File: config.mk
export PLATFORM = sky130hd
export DESIGN_NAME = cubemap_face_texel_select
export DESIGN_NICKNAME = d
export VERILOG_FILES = /design/src/rtl/cfts_pkg.sv /design/src/rtl/cfts_classify.sv /design/src/rtl/cfts_div_stage.sv /design/src/rtl/cubemap_face_texel_select.sv
export VERILOG_INCLUDE_DIRS = /design/src /design/src/rtl
export SDC_FILE = /design/constraint.sdc
export NUM_CORES = 2
export LEC_CHECK = 0
export ABC_AREA = 1
export BUFFER_PORTS_ARGS = -buffer_cell sky130_fd_sc_hd__buf_4
export CORE_MARGIN = 1
export CORE_UTILIZATION = 60
export CTS_CLUSTER_SIZE = 8
export DETAILED_ROUTE_END_ITERATION = 10
export PLACE_DENSITY = 0.73
export SYNTH_ARGS = -nofsm -noshare
export SYNTH_HDL_FRONTEND = slang
export SYNTH_SLANG_ARGS = --single-unit
export TNS_END_PERCENT = 5
File: constraint.sdc
create_clock -name clk -period 25.8 [get_ports clk]
set_input_delay 1.29 -clock clk [delete_from_list [all_inputs] [get_ports clk]]
set_output_delay 1.29 -clock clk [all_outputs]
set_load 0.05 [all_outputs]
File: src/rtl/cubemap_face_texel_select_macros.svh
// assertion macros for the cube face texel select block
// used by the top level only, needs clk and rst in scope
`ifndef CUBEMAP_FACE_TEXEL_SELECT_MACROS_SVH
`define CUBEMAP_FACE_TEXEL_SELECT_MACROS_SVH

// property that must hold in the same cycle
`define CFTS_ASSERT_NOW(lbl, cond, msg) \
  lbl: assert property (@(posedge clk) disable iff (rst) (cond)) else $error(msg);

// implication whose consequent is checked in the cycle after the antecedent
`define CFTS_ASSERT_NEXT(lbl, ante, cons, msg) \
  lbl: assert property (@(posedge clk) disable iff (rst) (ante) |=> (cons)) else $error(msg);

`endif

File: src/rtl/cfts_pkg.sv
// shared types, constants and texel mapping for the cube face texel select block
// no dependencies
package cfts_pkg;

  localparam int DIR_W      = 16;
  localparam int MAG_W      = DIR_W;
  localparam int CFG_W      = 13;
  localparam int MAX_FACE   = 4096;
  localparam int MIN_FACE   = 2;
  localparam int RESET_FACE = 512;
  localparam int H_W        = $clog2(MAX_FACE / 2 + 1);
  localparam int Q_W        = H_W;
  localparam int NUM_W      = MAG_W + H_W + 2;
  localparam int TEX_W      = 12;
  localparam int DIV_STEPS  = 3;
  localparam int DIV_STAGES = Q_W / DIV_STEPS;

  localparam logic [2:0] FACE_RIGHT  = 3'd0;
  localparam logic [2:0] FACE_LEFT   = 3'd1;
  localparam logic [2:0] FACE_TOP    = 3'd2;
  localparam logic [2:0] FACE_BOTTOM = 3'd3;
  localparam logic [2:0] FACE_FRONT  = 3'd4;
  localparam logic [2:0] FACE_BACK   = 3'd5;

  typedef struct packed {
    logic [2:0]     face;
    logic [H_W-1:0] h;
    logic           neg_u;
    logic           neg_v;
    logic           sat_u;
    logic           sat_v;
    logic           mir_u;
    logic           mir_v;
    logic           zero;
  } side_t;

  typedef struct packed {
    logic [NUM_W-1:0] r;
    logic [NUM_W-1:0] d;
    logic [Q_W-1:0]   q;
  } div_lane_t;

  // place a rounded minor magnitude on the face, eff = sign xor mirror
  function automatic logic [TEX_W-1:0] map_texel(input logic [Q_W-1:0] q,
                                                 input logic eff,
                                                 input logic [H_W-1:0] h);
    logic [H_W-1:0] qc;
    logic [H_W:0]   sum;
    qc  = (q > h - 1'b1) ? h - 1'b1 : q;
    sum = eff ? {1'b0, h} - {1'b0, q} : {1'b0, h} + {1'b0, qc};
    return TEX_W'(sum);
  endfunction

endpackage

File: src/rtl/cfts_classify.sv
// first stage: magnitudes, major axis, face and minor component selection
// depends on cfts_pkg
module cfts_classify import cfts_pkg::*; (
  input  logic                    clk,
  input  logic                    rst,
  input  logic                    adv,
  input  logic                    in_valid,
  input  logic signed [DIR_W-1:0] dir_x,
  input  logic signed [DIR_W-1:0] dir_y,
  input  logic signed [DIR_W-1:0] dir_z,
  input  logic [H_W-1:0]          h,
  output logic                    vld,
  output side_t                   side,
  output logic [MAG_W-1:0]        mag_u,
  output logic [MAG_W-1:0]        mag_v,
  output logic [MAG_W-1:0]        mag_m
);

  logic [MAG_W-1:0] ax, ay, az;
  logic             x_maj, y_maj, z_pos, is_zero;
  side_t            side_next;
  logic [MAG_W-1:0] mu_next, mv_next, mm_next;

  assign ax = dir_x[DIR_W-1] ? MAG_W'(-dir_x) : MAG_W'(dir_x);
  assign ay = dir_y[DIR_W-1] ? MAG_W'(-dir_y) : MAG_W'(dir_y);
  assign az = dir_z[DIR_W-1] ? MAG_W'(-dir_z) : MAG_W'(dir_z);

  assign x_maj   = (ax > ay) && (ax > az);
  assign y_maj   = !x_maj && (ay > ax) && (ay > az);
  assign z_pos   = !dir_z[DIR_W-1] && (dir_z != '0);
  assign is_zero = (ax == '0) && (ay == '0) && (az == '0);

  always_comb begin
    side_next   = '0;
    side_next.h = h;
    if (x_maj) begin
      mm_next         = ax;
      mu_next         = az;
      mv_next         = ay;
      side_next.neg_u = dir_z[DIR_W-1];
      side_next.neg_v = dir_y[DIR_W-1];
      side_next.mir_u = !dir_x[DIR_W-1];
      side_next.face  = dir_x[DIR_W-1] ? FACE_LEFT : FACE_RIGHT;
    end else if (y_maj) begin
      mm_next         = ay;
      mu_next         = ax;
      mv_next         = az;
      side_next.neg_u = dir_x[DIR_W-1];
      side_next.neg_v = dir_z[DIR_W-1];
      side_next.mir_v = !dir_y[DIR_W-1];
      side_next.face  = dir_y[DIR_W-1] ? FACE_BOTTOM : FACE_TOP;
    end else begin
      mm_next         = az;
      mu_next         = ax;
      mv_next         = ay;
      side_next.neg_u = dir_x[DIR_W-1];
      side_next.neg_v = dir_y[DIR_W-1];
      side_next.mir_u = !z_pos;
      side_next.face  = z_pos ? FACE_FRONT : FACE_BACK;
    end
    // minor not below major rounds to at least half, which clips the same
    side_next.sat_u = mu_next >= mm_next;
    side_next.sat_v = mv_next >= mm_next;
    side_next.zero  = is_zero;
    if (is_zero) begin
      side_next.face = FACE_FRONT;
    end
  end

  always_ff @(posedge clk) begin
    if (rst) begin
      vld <= 1'b0;
    end else if (adv) begin
      vld <= in_valid;
    end
  end

  always_ff @(posedge clk) begin
    if (adv) begin
      side  <= side_next;
      mag_u <= mu_next;
      mag_v <= mv_next;
      mag_m <= mm_next;
    end
  end

endmodule

File: src/rtl/cfts_div_stage.sv
// one divider stage: DIV_STEPS (3) restoring quotient bits for both minor lanes
// depends on cfts_pkg
module cfts_div_stage import cfts_pkg::*; (
  input  logic      clk,
  input  logic      rst,
  input  logic      adv,
  input  logic      vld_in,
  input  side_t     side_in,
  input  div_lane_t lane_u_in,
  input  div_lane_t lane_v_in,
  output logic      vld,
  output side_t     side,
  output div_lane_t lane_u,
  output div_lane_t lane_v
);

  div_lane_t u_next, v_next;

  function automatic div_lane_t div_steps(input div_lane_t l);
    div_lane_t t;
    t = l;
    for (int i = 0; i < DIV_STEPS; i++) begin
      t.d = t.d >> 1;
      if (t.r >= t.d) begin
        t.r = t.r - t.d;
        t.q = {t.q[Q_W-2:0], 1'b1};
      end else begin
        t.q = {t.q[Q_W-2:0], 1'b0};
      end
    end
    return t;
  endfunction

  assign u_next = div_steps(lane_u_in);
  assign v_next = div_steps(lane_v_in);

  always_ff @(posedge clk) begin
    if (rst) begin
      vld <= 1'b0;
    end else if (adv) begin
      vld <= vld_in;
    end
  end

  always_ff @(posedge clk) begin
    if (adv) begin
      side   <= side_in;
      lane_u <= u_next;
      lane_v <= v_next;
    end
  end

endmodule

File: src/rtl/cubemap_face_texel_select.sv
// Cube face and texel selection: one direction per request in, one face/texel
// result out. Takes a new request every cycle while the output is not stalled. The
// request is classified at the accepting edge, then come a multiply stage and a
// 12-bit rounding divider that resolves 3 quotient bits per stage over 4 stages,
// then the output register.
// The whole pipeline holds when the result is not taken. face_size is clamped
// to 2..4096 at write and should be written only while no request is in flight.
`include "cubemap_face_texel_select_macros.svh"
module cubemap_face_texel_select import cfts_pkg::*; (
  input  logic                    clk,
  input  logic                    rst,
  input  logic                    cfg_we,
  input  logic [CFG_W-1:0]        cfg_data,
  input  logic                    in_valid,
  output logic                    in_ready,
  input  logic signed [DIR_W-1:0] dir_x,
  input  logic signed [DIR_W-1:0] dir_y,
  input  logic signed [DIR_W-1:0] dir_z,
  output logic                    out_valid,
  input  logic                    out_ready,
  output logic [2:0]              face,
  output logic [TEX_W-1:0]        texel_u,
  output logic [TEX_W-1:0]        texel_v,
  output logic                    zero_dir
);

  logic             adv;
  logic [H_W-1:0]   h_cfg;
  logic [CFG_W-1:0] fs_clamped;

  logic             c_vld;
  side_t            c_side;
  logic [MAG_W-1:0] c_mu, c_mv, c_mm;

  logic      m_vld;
  side_t     m_side;
  div_lane_t m_lu, m_lv;

  logic      d_vld  [DIV_STAGES+1];
  side_t     d_side [DIV_STAGES+1];
  div_lane_t d_lu   [DIV_STAGES+1];
  div_lane_t d_lv   [DIV_STAGES+1];

  side_t          f_side;
  logic [Q_W-1:0] qu, qv;

  assign adv      = !out_valid || out_ready;
  assign in_ready = adv;

  // face size register keeps half the clamped edge
  always_comb begin
    fs_clamped = cfg_data;
    if (cfg_data < CFG_W'(MIN_FACE)) begin
      fs_clamped = CFG_W'(MIN_FACE);
    end else if (cfg_data > CFG_W'(MAX_FACE)) begin
      fs_clamped = CFG_W'(MAX_FACE);
    end
  end

  always_ff @(posedge clk) begin
    if (rst) begin
      h_cfg <= H_W'(RESET_FACE / 2);
    end else if (cfg_we) begin
      h_cfg <= H_W'(fs_clamped >> 1);
    end
  end

  cfts_classify u_classify (
    .clk      (clk),
    .rst      (rst),
    .adv      (adv),
    .in_valid (in_valid),
    .dir_x    (dir_x),
    .dir_y    (dir_y),
    .dir_z    (dir_z),
    .h        (h_cfg),
    .vld      (c_vld),
    .side     (c_side),
    .mag_u    (c_mu),
    .mag_v    (c_mv),
    .mag_m    (c_mm)
  );

  // numerator 2*|c|*h + m, divisor 2*m pre-shifted by the quotient width
  always_ff @(posedge clk) begin
    if (rst) begin
      m_vld <= 1'b0;
    end else if (adv) begin
      m_vld <= c_vld;
    end
  end

  always_ff @(posedge clk) begin
    if (adv) begin
      m_side <= c_side;
      m_lu.r <= NUM_W'({(MAG_W+H_W)'(c_mu) * (MAG_W+H_W)'(c_side.h), 1'b0}) + NUM_W'(c_mm);
      m_lv.r <= NUM_W'({(MAG_W+H_W)'(c_mv) * (MAG_W+H_W)'(c_side.h), 1'b0}) + NUM_W'(c_mm);
      m_lu.d <= NUM_W'({c_mm, 1'b0}) << Q_W;
      m_lv.d <= NUM_W'({c_mm, 1'b0}) << Q_W;
      m_lu.q <= '0;
      m_lv.q <= '0;
    end
  end

  assign d_vld[0]  = m_vld;
  assign d_side[0] = m_side;
  assign d_lu[0]   = m_lu;
  assign d_lv[0]   = m_lv;

  for (genvar s = 0; s < DIV_STAGES; s++) begin : g_div
    cfts_div_stage u_div (
      .clk       (clk),
      .rst       (rst),
      .adv       (adv),
      .vld_in    (d_vld[s]),
      .side_in   (d_side[s]),
      .lane_u_in (d_lu[s]),
      .lane_v_in (d_lv[s]),
      .vld       (d_vld[s+1]),
      .side      (d_side[s+1]),
      .lane_u    (d_lu[s+1]),
      .lane_v    (d_lv[s+1])
    );
  end

  assign f_side = d_side[DIV_STAGES];
  assign qu     = f_side.sat_u ? f_side.h : d_lu[DIV_STAGES].q;
  assign qv     = f_side.sat_v ? f_side.h : d_lv[DIV_STAGES].q;

  always_ff @(posedge clk) begin
    if (rst) begin
      out_valid <= 1'b0;
    end else if (adv) begin
      out_valid <= d_vld[DIV_STAGES];
    end
  end

  always_ff @(posedge clk) begin
    if (adv) begin
      face     <= f_side.face;
      zero_dir <= f_side.zero;
      if (f_side.zero) begin
        texel_u <= TEX_W'(f_side.h);
        texel_v <= TEX_W'(f_side.h);
      end else begin
        texel_u <= map_texel(qu, f_side.neg_u ^ f_side.mir_u, f_side.h);
        texel_v <= map_texel(qv, f_side.neg_v ^ f_side.mir_v, f_side.h);
      end
    end
  end

  `CFTS_ASSERT_NOW(a_zero_front,
    !(out_valid && zero_dir) || (face == FACE_FRONT && texel_u == texel_v),
    "zero direction must give front face at center")
  `CFTS_ASSERT_NOW(a_texel_range,
    !out_valid || ((texel_u < ({1'b0, h_cfg} << 1)) && (texel_v < ({1'b0, h_cfg} << 1))),
    "texel outside face")
  `CFTS_ASSERT_NEXT(a_stall_hold, out_valid && !out_ready,
    out_valid && !in_ready == !out_ready, "pipeline moved while result held")

endmodule

-- After elaboration in Yosys (flattened, before gate mapping)
Cells that the tools add are included.
- flip-flop bits (word level): 591
- input bits: 66
- output and inout bits: 30
- logic and storage cells: 251
- add/sub/neg operators: 32
- multiply operators: 2
- order comparisons: 34
- mux-type cells: 73
- bitwise gates (word level): 3
- reduce and logical (&&, ||, !) cells: 18
- operators by type and width (operator ; count):
    30-bit 2-to-1 mux ; 22
    16-bit 2-to-1 mux ; 8
    12-bit 2-to-1 mux ; 8
    16-bit greater-than comparator ; 4
    29-bit by 16-bit adder with 30-bit output ; 2
    30-bit by 17-bit >= comparator with 1-bit output ; 2
    30-bit by 18-bit >= comparator with 1-bit output ; 2
    30-bit by 19-bit >= comparator with 1-bit output ; 2
    30-bit by 20-bit >= comparator with 1-bit output ; 2
    30-bit by 21-bit >= comparator with 1-bit output ; 2
    30-bit by 22-bit >= comparator with 1-bit output ; 2
    30-bit by 23-bit >= comparator with 1-bit output ; 2
    30-bit by 24-bit >= comparator with 1-bit output ; 2
    30-bit by 25-bit >= comparator with 1-bit output ; 2
    30-bit by 26-bit >= comparator with 1-bit output ; 2
    30-bit by 27-bit >= comparator with 1-bit output ; 2
    30-bit by 28-bit >= comparator with 1-bit output ; 2
    30-bit by 18-bit subtractor with 30-bit output ; 2
    30-bit by 19-bit subtractor with 30-bit output ; 2
    30-bit by 20-bit subtractor with 30-bit output ; 2
    30-bit by 21-bit subtractor with 30-bit output ; 2
    30-bit by 22-bit subtractor with 30-bit output ; 2
    30-bit by 23-bit subtractor with 30-bit output ; 2
    30-bit by 24-bit subtractor with 30-bit output ; 2
    25 further kinds ; 80

-- Logic depth before layout (Yosys ltp)
- depth in word-level cells: 10
- mapped depth: 50
- gate-level depth less buffers: 48

-- Cells and area by module
A second synthesis with hierarchy kept.
- cells, all modules: 13160
- area total of the unflattened synthesis: 96472.5 um^2
- modules (own cells, without submodules) (module ; instances ; cells an instance ; area each (um^2) ; sequential area each (um^2)):
    cfts_div_stage (g_div[2].u_div ...) ; 2 ; 2371 ; 16876.2 ; 4824.6
    cubemap_face_texel_select ; 1 ; 2770 ; 21914.8 ; 4003.8
    cfts_div_stage (g_div[1].u_div) ; 1 ; 2443 ; 17267.8 ; 4824.6
    cfts_div_stage (g_div[0].u_div) ; 1 ; 2424 ; 17091.4 ; 4824.6
    cfts_classify ; 1 ; 781 ; 6446.2 ; 2122.0

-- Worst setup path after synthesis
OpenSTA, ideal clock, no wires.
- path kind: input to output
- start: input port out_ready
- end: output port in_ready
- data arrival time: 12.623 ns
- data required time: 24.510 ns
- setup slack: 11.887 ns
- stages on the path: 2
- buffers on the path: 0
- path through: nor2_1 inv_1
- word-level cells in the longest chain between the ends: 1
- ends and longest elaborated chain (element ; RTL line ; RTL):
    start: declaration ; cubemap_face_texel_select.sv:20 ; input logic out_ready,
    1-bit logical OR ; cubemap_face_texel_select.sv:47 ; assign adv = !out_valid || out_ready;
    end: declaration ; cubemap_face_texel_select.sv:15 ; output logic in_ready,
Every way passes these cells.

==> out/qor.yml <==
run_status: "finished, violations left"
violations: "design-rule violations"
crit_path_max_fanout: 23
reg2reg_to: "g_div[0].u_div.lane_u[64]"
placed_cells: 10500
first_global_vias: 58300
portBuffers: 95
cts.repair.resized: 0
final_cell_mix: "nand2_1 (2395), inv_1 (1447), ha_1 (678), o21ai_0 (614), nor2_1 (600)"
hold_viol_final: 0
syn-num-nets: 10100
layout_commonest_cell: "nand2_1"
post-route-period-util_pct: 36.9
clock_latency_ns: 0.69
cts_root_buf: "clkbuf_16"
hold_end: "g_div[3].u_div.lane_u[9]"
critPathKind: "flip-flop to flip-flop"
fin_nets: 10100
dr.pass1.iters: 11
max_stage_delay_ns: 0.55
ys_async_sr_fraction_pct: 0
drtIter0Drc: 5093
die_w_um: 336
antenna_left: 0
vias: 60300
remaining_drc_errors: 2
fmax_ghz: 0.105
areaGrowthSynthToFinish_pct: 6.92
rows: 122
n_fill_cell: 9907
overflow: 0
r2r_setup_slack_ns: 16.28
synth.distinct_cells: 69
fin_worst_skew_ns: 0.0594
cts_tree: "done"
place.gp.congestion: 1.02
grt_max_degree: 167
cts.sinks: 583
tightestPinTransition_ns: 1.07
synth_flop_cell: "edfxtp_1"
hp-class: "flip-flop to flip-flop"
ys_ff_latch: 583
syn_area_um2: 66800
finalSetupViolCount: 0
die_area_um2: 113000
dp_hpwl_um: 158000
place_area_um2: 69000
reg2reg_depth: 37
ys_warn_count: 0
cts_made_buffers: 86
worstPathRequired_ns: 26.18
io_pins: 96
initial_core_util_pct: 60.5
layout-drive-gt1-share_pct: 4.61
finalNonFillerCells: 10600
core-area_um2: 111000
syn_area_per_cell_um2: 7.41
crit_top_cell: "nand2_1"
h-tree-depth: 3
reg2reg_from: "d_lu[327]"
routed_wl_um: 198000
routedWlPerCell_um: 18.7
synth_edf_count: 564
final_max_slew_viol_count: 0
synth_seq_area_share_pct: 25.9
die_h_um: 336
viasPerCell: 5.69
clk_pin_slew_ns: 0.06
max-clock-path-buffers: 3
hold_buffers: 0
synthCells: 9015
grt_usage_pct: 35.0
hold_depth: 0
post-cts-setup-buffers: 0
cp_slowest_cell: "inv_1"
antenna_found_initial: 2
rsz0062_at_grt: "no"
grt_pass1_wl_um: 312000
fin_area_um2: 71500
slew_headroom_pct: 28.8
startpoint_type: "flip-flop"
maxCapViolCount: 0
period_needed_ns: 9.52
fin_setup_tns_ns: 0
worstSetupEndpointType: "flip-flop"
whs_ns: 0.395
crit_arrival_ns: 9.90
holdCritStartpoint: "g_div[2].u_div.lane_u[6]"
flip-flops by register name, indices dropped and copies added, names as in the netlist:
signal and cells:
d_lu 45, d_lv 29, d_side 22, face 3, g_div.u_div.lane_u 162, g_div.u_div.lane_v 120, g_div.u_div.side 88, g_div.u_div.vld 4
h_cfg 12, m_vld 1, out_valid 1, texel_u 12, texel_v 12, u_classify.mag_m 16, u_classify.mag_u 16, u_classify.mag_v 16
u_classify.side 22, u_classify.vld 1, zero_dir 1
worst max-delay path, delay by kind of cell (launching register included):
family                     cells  cell delay (ns)
and+or+nand+nor               18             3.16
DFF                            1             0.43
adders and majority gates      3             1.06
buffers and inverters          5             2.12
AOI/OAI and AO/OA             11             2.42
worst max path at each step:
stage / start / end / slack (ns) / cells after the start
2_1_floorplan: out_ready / in_ready / 11.89 / 2
3_3_place_gp: g_div[0].u_div.lane_u[23] / g_div[1].u_div.lane_u[67] / 16.88 / 43
3_5_place_dp: g_div[0].u_div.lane_u[23] / g_div[1].u_div.lane_u[56] / 16.60 / 43
4_1_cts: g_div[0].u_div.lane_u[23] / g_div[1].u_div.lane_u[62] / 16.56 / 43
5_1_grt: d_lu[327] / g_div[0].u_div.lane_u[54] / 15.37 / 39
6_report: d_lu[327] / g_div[0].u_div.lane_u[64] / 16.28 / 37
metrics by stage:
step | setup slack, ns | utilization, %
detailed placement | 16.60 | 62.4
finish | 16.28 | 64.7
global route | 15.37 | 64.7
CTS | 16.56 | 64.7
floorplan | 11.89 | -
global placement | 16.88 | 62.4
cell usage after synthesis, types with 14 or more instances:
library cell / n / area (um2)
nand2_1: 2395 / 8990
buf_2: 25 / 125
nor4_1: 45 / 282
nor3_1: 85 / 425
nor2_1: 600 / 2250
nand2_2: 36 / 225
inv_2: 20 / 75.1
nor2_2: 20 / 125
nand3_1: 409 / 2050
ha_1: 678 / 8480
nand4_1: 178 / 1110
o21bai_1: 40 / 300
o211ai_1: 20 / 150
nand3b_1: 29 / 218
o21a_1: 19 / 143
a21o_1: 31 / 233
or2_2: 34 / 213
nand2_4: 16 / 180
a21boi_0: 15 / 113
xnor2_1: 191 / 1670
fa_1: 306 / 6130
xor2_1: 284 / 2490
edfxtp_1: 564 / 16900
a31oi_1: 32 / 200
dfxtp_1: 19 / 380
and2_1: 14 / 87.6
a21oi_1: 558 / 2790
o21ai_0: 614 / 3070
clkbuf_1: 123 / 462
inv_1: 1448 / 5440
metal layers:
metal / wire, um / global-route usage (%) / vias to the layer above / part of all wire [%]
met1: 81600 / 44.6 / 27900 / 41
met5: 16 / 0 / - / 0.0081
met2: 90300 / 57.6 / 2268 / 46
met3: 13800 / 4.84 / 524 / 7.0
met4: 12000 / 19.2 / 2 / 6.1
li1: - / - / 29600 / -
logic make-up after synthesis:
logic type	share of synthesized area, %
buffers and inverters	9.47
AOI/OAI and AO/OA	11.5
adders and majority gates	21.9
and+or+nand+nor	25.1
xor gates and xnor gates	6.22
DFF	25.9
area by class of cell:
class                   count  area [um2]  area share, %
diodes                      1        2.50        0.00350
clock buffers              99        2210           3.09
clock inverters            15         258          0.361
inverters                1478        5560           7.78
multi-input cells        6786       43200           60.4
flip-flops and latches    583       17300           24.2
well taps                1488        1860           2.61
repair buffers            140        1060           1.49
Power is not shown: default switching activity piles up to over one toggle a cycle in this logic, so the estimate is an artifact.
